$ cat src/rtl/pwc_pkg.sv
// ----------------------------------------------------------------------------
// pwc_pkg: shared definitions for the parameter write command parser
// Character codes, the prefix text, the operation codes that pass from the
// front part to the back part, and the sizes of the internal queues.
// ----------------------------------------------------------------------------
`default_nettype none

package pwc_pkg;

  // Number of adjustable parameters; indexes at or above it fall back to 0.
  localparam int PARAM_COUNT = 8;
  localparam int TGT_W       = (PARAM_COUNT > 1) ? $clog2(PARAM_COUNT) : 1;

  // Line prefix that marks a command line.
  localparam int PREFIX_LEN   = 4;
  localparam int PREFIX_POS_W = $clog2(PREFIX_LEN + 1);
  localparam int PREFIX_IDX_W = $clog2(PREFIX_LEN);
  localparam logic [7:0] PREFIX_TEXT [PREFIX_LEN] = '{8'h41, 8'h44, 8'h4A, 8'h3A};

  // Character codes used by the classifier.
  localparam logic [7:0] CH_COMMA = 8'h2C;
  localparam logic [7:0] CH_SEMI  = 8'h3B;
  localparam logic [7:0] CH_PLUS  = 8'h2B;
  localparam logic [7:0] CH_MINUS = 8'h2D;
  localparam logic [7:0] CH_ZERO  = 8'h30;
  localparam logic [7:0] CH_NINE  = 8'h39;
  localparam logic [7:0] CH_SPACE = 8'h20;
  localparam logic [7:0] CH_TAB   = 8'h09;
  localparam logic [7:0] CH_CR    = 8'h0D;

  // Depth of the queues between the front, the back and the result port.
  localparam int QUEUE_DEPTH = 2;
  localparam int QUEUE_PTR_W = (QUEUE_DEPTH > 1) ? $clog2(QUEUE_DEPTH) : 1;
  localparam int QUEUE_CNT_W = $clog2(QUEUE_DEPTH + 1);

  // Classified payload character.
  typedef enum logic [2:0] {
    OP_COMMA,
    OP_SEMI,
    OP_BLANK,
    OP_PLUS,
    OP_MINUS,
    OP_DIGIT,
    OP_OTHER
  } op_kind_t;

  // One operation for the back part.
  typedef struct packed {
    op_kind_t   kind;
    logic [3:0] digit;
    logic       last;
  } op_t;

endpackage : pwc_pkg

`default_nettype wire

$ cat src/rtl/param_write_command_parser.sv
// ----------------------------------------------------------------------------
// param_write_command_parser: parameter write command line parser
// Parses "ADJ:" command lines of index,value pairs, one byte per
// transaction, and produces one parameter write per completed pair.
//
//   Channel   Handshake     Payload
//   input     push / full   line_byte[7:0], line_end
//   result    pop / empty   param_index[2:0], param_value[31:0] (signed)
//
// One byte is accepted per cycle while full is low. A byte passes the prefix check in the
// front and is written into the operation queue at the edge that accepts it;
// the back converts it once it heads that queue and the result queue has room,
// and the write that the byte ends is registered into the result queue. Reset
// clears the line state and empties both queues. A stalled result port fills
// the result queue, then the operation queue, and only then raises full.
// ----------------------------------------------------------------------------
`default_nettype none

module param_write_command_parser
  import pwc_pkg::*;
(
  input  wire logic          clk,
  input  wire logic          rst,
  input  wire logic [7:0]    line_byte,
  input  wire logic          line_end,
  input  wire logic          push,
  output logic               full,
  output logic               empty,
  input  wire logic          pop,
  output logic [2:0]         param_index,
  output logic signed [31:0] param_value
);

  logic q_push;
  logic q_full;
  op_t  q_wr_data;
  op_t  q_rd_data;
  logic q_empty;
  logic q_take;

  // Front: prefix check and classification.
  pwc_front u_front (
    .clk       (clk),
    .rst       (rst),
    .line_byte (line_byte),
    .line_end  (line_end),
    .push      (push),
    .full      (full),
    .q_push    (q_push),
    .q_data    (q_wr_data),
    .q_full    (q_full)
  );

  // Operation queue between front and back.
  pwc_queue u_queue (
    .clk     (clk),
    .rst     (rst),
    .wr_en   (q_push),
    .wr_data (q_wr_data),
    .full    (q_full),
    .rd_en   (q_take),
    .rd_data (q_rd_data),
    .empty   (q_empty)
  );

  // Back: token conversion and result queue.
  pwc_back u_back (
    .clk         (clk),
    .rst         (rst),
    .op_valid    (!q_empty),
    .op_data     (q_rd_data),
    .op_take     (q_take),
    .pop         (pop),
    .empty       (empty),
    .param_index (param_index),
    .param_value (param_value)
  );

endmodule : param_write_command_parser

`default_nettype wire

$ cat src/rtl/pwc_front.sv
// ----------------------------------------------------------------------------
// pwc_front: prefix check and character classification
// Tracks the "ADJ:" prefix of each line, drops lines that fail it, and turns
// every payload character into an operation for the back part.
// ----------------------------------------------------------------------------
`default_nettype none

module pwc_front
  import pwc_pkg::*;
(
  input  wire logic       clk,
  input  wire logic       rst,
  input  wire logic [7:0] line_byte,
  input  wire logic       line_end,
  input  wire logic       push,
  output logic            full,
  output logic            q_push,
  output op_t             q_data,
  input  wire logic       q_full
);

  logic [PREFIX_POS_W-1:0] prefix_position;
  logic                    line_ignored;
  logic                    accept;
  logic                    prefix_done;
  logic                    prefix_match;

  // A transaction is taken whenever the operation queue has room.
  assign full         = q_full;
  assign accept       = push && !q_full;
  assign prefix_done  = (prefix_position == PREFIX_POS_W'(PREFIX_LEN));
  assign prefix_match =
    (line_byte == PREFIX_TEXT[prefix_position[PREFIX_IDX_W-1:0]]);

  // Classify the current byte.
  always_comb begin
    q_data.last  = line_end;
    q_data.digit = 4'(line_byte - CH_ZERO);
    if (line_byte == CH_COMMA) begin
      q_data.kind = OP_COMMA;
    end else if (line_byte == CH_SEMI) begin
      q_data.kind = OP_SEMI;
    end else if (line_byte == CH_SPACE || (line_byte >= CH_TAB && line_byte <= CH_CR)) begin
      q_data.kind = OP_BLANK;
    end else if (line_byte == CH_PLUS) begin
      q_data.kind = OP_PLUS;
    end else if (line_byte == CH_MINUS) begin
      q_data.kind = OP_MINUS;
    end else if (line_byte >= CH_ZERO && line_byte <= CH_NINE) begin
      q_data.kind = OP_DIGIT;
    end else begin
      q_data.kind = OP_OTHER;
    end
  end

  // Only payload bytes of an accepted line reach the back part.
  assign q_push = accept && !line_ignored && prefix_done;

  // Prefix tracking; every line end starts the next line fresh.
  always_ff @(posedge clk) begin
    if (rst) begin
      prefix_position <= '0;
      line_ignored    <= 1'b0;
    end else if (accept) begin
      if (line_end) begin
        prefix_position <= '0;
        line_ignored    <= 1'b0;
      end else if (!line_ignored && !prefix_done) begin
        if (prefix_match) begin
          prefix_position <= prefix_position + 1'b1;
        end else begin
          line_ignored <= 1'b1;
        end
      end
    end
  end

endmodule : pwc_front

`default_nettype wire

$ cat src/rtl/pwc_queue.sv
// ----------------------------------------------------------------------------
// pwc_queue: short operation queue between the front and the back part
// A small first-in first-out buffer that lets either side stall on its own.
// ----------------------------------------------------------------------------
`default_nettype none

module pwc_queue
  import pwc_pkg::*;
(
  input  wire logic clk,
  input  wire logic rst,
  input  wire logic wr_en,
  input  wire op_t  wr_data,
  output logic      full,
  input  wire logic rd_en,
  output op_t       rd_data,
  output logic      empty
);

  op_t                    entries [QUEUE_DEPTH];
  logic [QUEUE_PTR_W-1:0] wr_ptr;
  logic [QUEUE_PTR_W-1:0] rd_ptr;
  logic [QUEUE_CNT_W-1:0] count;
  logic                   do_wr;
  logic                   do_rd;

  assign full    = (count == QUEUE_CNT_W'(QUEUE_DEPTH));
  assign empty   = (count == '0);
  assign do_wr   = wr_en && !full;
  assign do_rd   = rd_en && !empty;
  assign rd_data = entries[rd_ptr];

  // Storage.
  always_ff @(posedge clk) begin
    if (do_wr) begin
      entries[wr_ptr] <= wr_data;
    end
  end

  // Pointers and fill count.
  always_ff @(posedge clk) begin
    if (rst) begin
      wr_ptr <= '0;
      rd_ptr <= '0;
      count  <= '0;
    end else begin
      if (do_wr) begin
        wr_ptr <= (wr_ptr == QUEUE_PTR_W'(QUEUE_DEPTH - 1)) ? '0 : wr_ptr + 1'b1;
      end
      if (do_rd) begin
        rd_ptr <= (rd_ptr == QUEUE_PTR_W'(QUEUE_DEPTH - 1)) ? '0 : rd_ptr + 1'b1;
      end
      if (do_wr && !do_rd) begin
        count <= count + 1'b1;
      end else if (do_rd && !do_wr) begin
        count <= count - 1'b1;
      end
    end
  end

endmodule : pwc_queue

`default_nettype wire

$ cat src/rtl/pwc_back.sv
// ----------------------------------------------------------------------------
// pwc_back: token conversion and write generation
// Converts index and value tokens, keeps the target index, and places each
// parameter write into a small result queue.
// ----------------------------------------------------------------------------
`default_nettype none

module pwc_back
  import pwc_pkg::*;
(
  input  wire logic   clk,
  input  wire logic   rst,
  input  wire logic   op_valid,
  input  wire op_t    op_data,
  output logic        op_take,
  input  wire logic   pop,
  output logic        empty,
  output logic [2:0]  param_index,
  output logic signed [31:0] param_value
);

  typedef enum logic [1:0] {
    PH_SKIP,
    PH_SIGNED,
    PH_DIGITS,
    PH_STOPPED
  } phase_t;

  // Token state; the negated accumulator is kept alongside the plain one.
  phase_t            token_phase, token_phase_next;
  logic              token_negative, token_negative_next;
  logic [31:0]       token_accumulator, token_accumulator_next;
  logic [31:0]       token_neg_acc, token_neg_acc_next;
  logic [TGT_W-1:0]  target_index, target_index_next;

  logic [31:0]       value_cur;
  logic [31:0]       digit_ext;
  logic [31:0]       acc_step;
  logic [31:0]       neg_step;
  logic              index_ok;
  logic              emit_req;
  logic [31:0]       emit_value;

  // Result queue.
  logic [2:0]             res_index [QUEUE_DEPTH];
  logic [31:0]            res_value [QUEUE_DEPTH];
  logic [QUEUE_PTR_W-1:0] res_wr_ptr;
  logic [QUEUE_PTR_W-1:0] res_rd_ptr;
  logic [QUEUE_CNT_W-1:0] res_count;
  logic                   res_wr;
  logic                   res_rd;

  // One operation is carried out per cycle while the result queue has room.
  assign op_take = op_valid && (res_count != QUEUE_CNT_W'(QUEUE_DEPTH));

  // Current token value and the next digit step of both accumulators.
  assign value_cur = token_negative ? token_neg_acc : token_accumulator;
  assign digit_ext = 32'(op_data.digit);
  assign acc_step  = {token_accumulator[28:0], 3'b000}
                   + {token_accumulator[30:0], 1'b0} + digit_ext;
  assign neg_step  = {token_neg_acc[28:0], 3'b000}
                   + {token_neg_acc[30:0], 1'b0} - digit_ext;
  assign index_ok  = !value_cur[31] && (value_cur < 32'(PARAM_COUNT));

  // Next state for one operation.
  always_comb begin
    token_phase_next       = token_phase;
    token_negative_next    = token_negative;
    token_accumulator_next = token_accumulator;
    token_neg_acc_next     = token_neg_acc;
    target_index_next      = target_index;
    emit_req               = 1'b0;
    emit_value             = value_cur;

    unique case (op_data.kind)
      OP_COMMA: begin
        target_index_next      = index_ok ? value_cur[TGT_W-1:0] : '0;
        token_phase_next       = PH_SKIP;
        token_negative_next    = 1'b0;
        token_accumulator_next = '0;
        token_neg_acc_next     = '0;
      end
      OP_SEMI: begin
        emit_req               = 1'b1;
        token_phase_next       = PH_SKIP;
        token_negative_next    = 1'b0;
        token_accumulator_next = '0;
        token_neg_acc_next     = '0;
      end
      default: begin
        unique case (token_phase)
          PH_SKIP: begin
            if (op_data.kind == OP_PLUS || op_data.kind == OP_MINUS) begin
              token_negative_next = (op_data.kind == OP_MINUS);
              token_phase_next    = PH_SIGNED;
            end else if (op_data.kind == OP_DIGIT) begin
              token_accumulator_next = digit_ext;
              token_neg_acc_next     = 32'd0 - digit_ext;
              token_phase_next       = PH_DIGITS;
            end else if (op_data.kind == OP_OTHER) begin
              token_phase_next = PH_STOPPED;
            end
          end
          PH_SIGNED, PH_DIGITS: begin
            if (op_data.kind == OP_DIGIT) begin
              token_accumulator_next = acc_step;
              token_neg_acc_next     = neg_step;
              token_phase_next       = PH_DIGITS;
            end else begin
              token_phase_next = PH_STOPPED;
            end
          end
          PH_STOPPED: begin
          end
        endcase
        emit_req   = op_data.last;
        emit_value = token_negative_next ? token_neg_acc_next : token_accumulator_next;
      end
    endcase

    // The line end returns the token and the index to their start values.
    if (op_data.last) begin
      token_phase_next       = PH_SKIP;
      token_negative_next    = 1'b0;
      token_accumulator_next = '0;
      token_neg_acc_next     = '0;
      target_index_next      = '0;
    end
  end

  // Token and index registers.
  always_ff @(posedge clk) begin
    if (rst) begin
      token_phase       <= PH_SKIP;
      token_negative    <= 1'b0;
      token_accumulator <= '0;
      token_neg_acc     <= '0;
      target_index      <= '0;
    end else if (op_take) begin
      token_phase       <= token_phase_next;
      token_negative    <= token_negative_next;
      token_accumulator <= token_accumulator_next;
      token_neg_acc     <= token_neg_acc_next;
      target_index      <= target_index_next;
    end
  end

  // Result queue control.
  assign res_wr = op_take && emit_req;
  assign res_rd = pop && !empty;
  assign empty  = (res_count == '0);

  always_ff @(posedge clk) begin
    if (res_wr) begin
      res_index[res_wr_ptr] <= 3'(target_index);
      res_value[res_wr_ptr] <= emit_value;
    end
  end

  always_ff @(posedge clk) begin
    if (rst) begin
      res_wr_ptr <= '0;
      res_rd_ptr <= '0;
      res_count  <= '0;
    end else begin
      if (res_wr) begin
        res_wr_ptr <= (res_wr_ptr == QUEUE_PTR_W'(QUEUE_DEPTH - 1)) ? '0 : res_wr_ptr + 1'b1;
      end
      if (res_rd) begin
        res_rd_ptr <= (res_rd_ptr == QUEUE_PTR_W'(QUEUE_DEPTH - 1)) ? '0 : res_rd_ptr + 1'b1;
      end
      if (res_wr && !res_rd) begin
        res_count <= res_count + 1'b1;
      end else if (res_rd && !res_wr) begin
        res_count <= res_count - 1'b1;
      end
    end
  end

  // Oldest waiting result.
  assign param_index = res_index[res_rd_ptr];
  assign param_value = res_value[res_rd_ptr];

endmodule : pwc_back

`default_nettype wire
$ cat config.mk
export PLATFORM = sky130hd
export DESIGN_NAME = param_write_command_parser
export DESIGN_NICKNAME = d
export VERILOG_FILES = /design/src/rtl/pwc_pkg.sv /design/src/rtl/param_write_command_parser.sv /design/src/rtl/pwc_front.sv /design/src/rtl/pwc_queue.sv /design/src/rtl/pwc_back.sv
export SDC_FILE = /design/constraint.sdc
export NUM_CORES = 1
export LEC_CHECK = 0
export BUFFER_PORTS_ARGS = -buffer_cell sky130_fd_sc_hd__buf_2
export CAP_MARGIN = 20
export CORE_MARGIN = 4
export CORE_UTILIZATION = 60
export CTS_CLUSTER_DIAMETER = 150
export CTS_CLUSTER_SIZE = 24
export DETAILED_ROUTE_END_ITERATION = 6
export GPL_ROUTABILITY_DRIVEN = 1
export GPL_TIMING_DRIVEN = 0
export HOLD_SLACK_MARGIN = 0.06
export PLACE_DENSITY_LB_ADDON = 0.25
export SLEW_MARGIN = 0
export SYNTH_ARGS = -nofsm -noshare
export SYNTH_HDL_FRONTEND = slang
export SYNTH_SLANG_ARGS = --single-unit
$ cat constraint.sdc
create_clock -name clk -period 4.4 [get_ports clk]
set_input_delay 0.88 -clock clk [delete_from_list [all_inputs] [get_ports clk]]
set_output_delay 0.88 -clock clk [all_outputs]
set_load 0.05 [all_outputs]
Word level (Yosys, flattened, before mapping)
Memories as Yosys holds them, arrays and structs flattened. A register that Yosys moved wholly into a read port is not among the register bits.
Index checks and enable logic that the tools add are counted.
W data, S select, Z words.

word-level totals
  output and inout bits = 37
  flip-flop bits (word level) = 82
  bits in writable memories = 86
  input port bits = 13
  memories = 3
  latch bits = 0
  logic and storage cells = 164
  memory bits (read-only) = 0

memories
  name              depth  width  rd ports  clocked after memory_dff  wr ports  line             RTL
  u_back.res_value  2      32     1         1                         1         pwc_back.sv:46   logic [31:0] res_value [QUEUE_DEPTH];
  u_queue.entries   2      8      1         1                         1         pwc_queue.sv:20  op_t entries [QUEUE_DEPTH];
  u_back.res_index  2      3      1         1                         1         pwc_back.sv:45   logic [2:0] res_index [QUEUE_DEPTH];

operators by class
  bitwise logic cells = 1
  divide/modulo/power cells = 0
  reductions and logical operators = 44
  mux-type cells = 64
  equal/unequal tests = 18
  shift operators = 0
  multipliers = 0
  add/sub/neg operators = 15
  magnitude comparators = 6

operators with widths
  kind                   count
  $mux W32               13
  $pmux W32 S2           2
  $add A32 B32 Y32       2
  $eq A8 B6 Y1 const B   5
  $mux W3                11
  $add A32 B4 Y32        1
  $lt A32 B4 Y1 const B  1
  $sub A32 B4 Y32        1
  $mux W1                23
  $mux W2                10
  $bmux W8 S2            1
  $logic_and A1 B1 Y1    16
  $mux W8                2
  $eq A3 B3 Y1 const B   4
  $logic_not A1 Y1       10
  $reduce_bool A2 Y1     5
  $reduce_and A3 Y1      3
  $eq A8 B8 Y1           1
  $ge A8 B4 Y1 const B   1
  $ge A8 B6 Y1 const B   1
  $le A8 B4 Y1 const B   1
  $le A8 B6 Y1 const B   1
  $logic_not A2 Y1       3
  $ne A6 B2 Y1 const B   1
  20 further kinds       29

Logic depth before layout (Yosys ltp)
  depth after elaboration = 10
  depth in mapped cells = 16
  gate-level depth less buffers = 14

Modules after synthesis
A second synthesis with hierarchy kept.

unflattened totals
  cells, all modules = 1,462
  area total of the unflattened synthesis = 12,794.8 µm²

modules (own cells, without submodules)
  module                      sequential area each (µm²)  area an instance (µm²)  cells an instance  times used
  pwc_back                    3,603.5                     11,453.5                1,343              1
  pwc_queue                   580.6                       793.3                   50                 1
  pwc_front                   80.1                        544.3                   68                 1
  param_write_command_parser  0.0                         3.8                     1                  1

Worst setup path before layout
Ideal clock, no wire load.

  kind = reg-to-reg
  from = register with a tool-made name
  to = memory u_back.res_value[0][21], data pin
  arrival time = 3.405 ns
  slack = 0.734 ns
  library setup time = 0.260 ns
  stages on the path, launching flop included = 16
  required time = 4.140 ns
  buffers on the path = 2
  clock period less this slack = 3.666 ns
  path through = dfxtp_1 > buf_6 > buf_4 > mux2i_1 > ha_1 > ha_1 > fa_1 > a21o_1 > a21oi_1 > o21ai_1 > a21o_1 > a211o_1 > nand2_1 > xor2_1 > a221oi_1 > o221a_2

RTL lines
  element        line
  end, declared  pwc_back.sv:46

==> results.md <==
* Cell Pwr Density at 470 nW/um^2
* Non-Filler Instances at 1777
* Period utilisation layout at 0.943
* Placed Cells at 1745
* CTS tree: built
* Most frequent cell after synthesis: ha_1
* Top cell types by occurrence after synthesis: ha_1, nor2_1, inv_1
* #FFs+latches synth at 170
* Clk slew on worst S/H paths at 70 ps
* Vias/cell at 6.61
* Top Ports at 50
* Overall Global Routing Usage at 0.323
* H-tree Lvls at 4
* Lkg Pwr at 6.00 nW
* Hold Crit Class: flip-flop to flip-flop
* WP data arrival at 4250 ps
* Drt total wl at 38900 um
* Top FF cell, synth: edfxtp_1
* Reg2Reg Setup Slack at 250 ps
* Slew Limit Fails at 0
* Max incr delay on CP at 410 ps
* Number of global-route vias before repair at 11300
* Yosys top cell by area: edfxtp_1
* Share of the synthesized area in the top cell type at 0.203
* Slew @ Worst Pin at 969 ps
* Clock buffer depth at 2
* Ys async rst share at 0
* Final Setup Violations at 0
* Status: complete, no violations
* Fin nets at 1632
* Initial Util at 0.607
* Die Span X at 154 um
* Sequential-to-total area share from yosys stat at 0.335
* Antenna-violating nets left at 0
* Drc violations at 0
* Crit path required time at 4500 ps
* Critical path capture point type: flip-flop
* Net Count, Synth at 1565
* Syn. warnings at 0
* # Max-Cap Violations at 0
* RSZ-0062 raised after global routing: no
* Post-layout min period at 4150 ps
* CTS Root Cell: clkbuf_16
* Vias at 11700
* Crit path launch type: flip-flop
* Post-detail-place hpwl at 30200 um
* Layout Skew at 15.6 ps
* Largest net degree at the start of global routing at 36
* Cell Area, Synth at 12700 sq um
* Drt pass-1 iters at 6
* Height of the die at 154 um
* PortBufs at 48
* Fill cells at 1746
* CTS Hold Bufs at 0
* Critical path, cell by cell: buf_6 -> buf_4 -> mux2i_4 -> inv_1 -> ha_1 -> ha_1 -> fa_1 -> a21oi_1 -> nor2_1 -> o21ai_2 -> a221oi_4 -> o21a_1 -> or3_1 -> a32o_1 -> o22ai_2 -> a21oi_1
* Placer congestion estimate at 1.07
* Antenna violations before repair at 0
* Share of cells above drive strength 1 at 0.129
* Cells after Synth at 1422
* Sum of negative setup slack at 0 ps
* Distinct cell type count of the synthesized netlist at 79
* Max transition margin at 0.353
* VDD IR max at 370 uV
* Number of flops mapped to enable cells by yosys at 86
* Area growth from synthesis to layout at 10.8%
* GRT overflow at 0
* Final Hold Fails at 0
* Wirelength per Cell at 21.9 um
* CTS buffer count at 17
* Mapped Avg Cell Area at 8.95 sq um
* Crit path kind: flip-flop to flip-flop
* Synth top area cells: edfxtp_1, dfxtp_1, ha_1, mux2_2, a21oi_1
* Fmax at 241 MHz
* Antenna fix cells at 0
* CORE AREA at 21000 sq um
* CTS sink cnt at 170
* Die ar. at 23600 sq um
* CP max stage cell: fa_1
* Rows at 53
* Critical Path Fanout Max at 10
* Post-CTS Setup Inserts at 0
* Global-route wire length before repair at 61200 um
* Worst-skew pair later-pin latency at 440 ps
* Initial DRC Count at 1404
[area by class of cell]
| cell class | instances | area (sq um) | share of cell area |
|---|---|---|---|
| repair buffers | 48 | 240 | 0.0170 |
| multi-input cells | 1073 | 7890 | 0.560 |
| inverters | 113 | 424 | 0.0301 |
| clock buffers | 17 | 425 | 0.0302 |
| plain buffers | 66 | 309 | 0.0219 |
| flip-flops and latches | 170 | 4260 | 0.302 |
| well taps | 275 | 344 | 0.0244 |
| clock inverters | 15 | 200 | 0.0142 |
[logic make-up (layout without fill, tap and decap cells)]
family,after synthesis,count (layout),share of synthesized area
AOI/OAI and AO/OA,431,431,0.227
xor gates and xnor gates,56,56,0.0386
adders and majority gates,130,130,0.130
buffers and inverters,179,259,0.0576
DFF,170,170,0.335
muxes,90,90,0.0751
and+or+nand+nor,366,366,0.137
[registers in the layout, summed over array words and instances (netlist names), 2 cells and up, named ones only]
| register | count |
|---|---|
| u_back.token_phase | 2 |
| u_queue.entries | 16 |
| u_queue.count | 2 |
| u_back.target_index | 3 |
| u_back.res_index | 6 |
| u_back.token_neg_acc | 32 |
| u_back.res_count | 2 |
| u_back.res_value | 64 |
| u_front.prefix_position | 3 |
| u_back.token_accumulator | 32 |
[worst max-delay path, delay by kind of cell, from the launching register on]
| family | cells | cell delay (ps) |
|---|---|---|
| AOI/OAI and AO/OA | 7 | 1380 |
| adders and majority gates | 3 | 940 |
| DFF | 1 | 330 |
| buffers and inverters | 3 | 480 |
| and+or+nand+nor | 2 | 410 |
| muxes | 1 | 280 |
[report_power, final]
group	switching [mW]	internal, mW	total [mW]
clock	0.732	0.874	1.61
sequential	0.0676	1.86	1.92
combinational	2.13	0.972	3.10
[what timing repair did]
| item | in CTS | in global routing |
|---|---|---|
| cloned | 0 | 0 |
| setup endpoints to repair | 27 | 45 |
| pin swaps | 0 | 0 |
| resized for setup | 7 | 29 |
| endpoints found under the hold margin | 0 | 0 |
[placed cells by master, fill, tap and decap left out, types with 11 or more instances in the layout]
cell | netlist | final
a22oi_1 | 42 | 42
and3_1 | 15 | 15
clkbuf_16 | 0 | 17
inv_1 | 113 | 113
a21oi_1 | 93 | 90
nand3_1 | 37 | 37
a31oi_1 | 13 | 11
mux2i_1 | 46 | 43
o21a_1 | 11 | 11
buf_2 | 15 | 63
mux2_2 | 44 | 44
clkbuf_1 | 38 | 38
edfxtp_1 | 86 | 86
nor2_1 | 117 | 117
or3_1 | 11 | 11
dfxtp_1 | 84 | 84
o22ai_1 | 19 | 18
a22o_1 | 12 | 12
o211ai_1 | 14 | 14
nand4_1 | 13 | 13
xor2_1 | 26 | 26
o21ai_0 | 84 | 78
a21o_1 | 45 | 45
nor3_1 | 20 | 20
xnor2_1 | 30 | 30
ha_1 | 126 | 126
nand2_1 | 96 | 96
[metal layers]
layer / GRT usage / vias to the layer above / share of wire / wire, um
met1: 0.410 / 5530 / 0.39 / 15200
met2: 0.546 / 655 / 0.47 / 18300
met4: 0.134 / 0 / 0.049 / 1920
met3: 0.0577 / 154 / 0.090 / 3510
met5: 0 / - / 0 / 0
li1: - / 5401 / - / -
[final timing paths]
check,startpoint,to,cells after the start
setup / recovery,flip-flop,u_back.res_value[0][16],16
hold / removal,u_back.token_phase[1],u_back.token_phase[1],2
setup reg to reg,flip-flop,u_back.res_value[0][16],16
hold reg to reg,u_back.token_phase[1],u_back.token_phase[1],2
[per-stage QoR]
step                      instance area (sq um)  power (mW)  worst slack (ps)  utilization  hold slack (ps)
after global routing                      14100        6.91              4.18        0.673              541
after detailed placement                  13300        4.92              -324        0.636              483
after global placement                    13300        4.88              -231        0.635              477
after CTS                                 14000        6.51              4.18        0.667              493
final                                     14100        6.63               251        0.673              507
after floorplan                           12700        4.11               734            -              426
(Power assumes the default switching activity.)
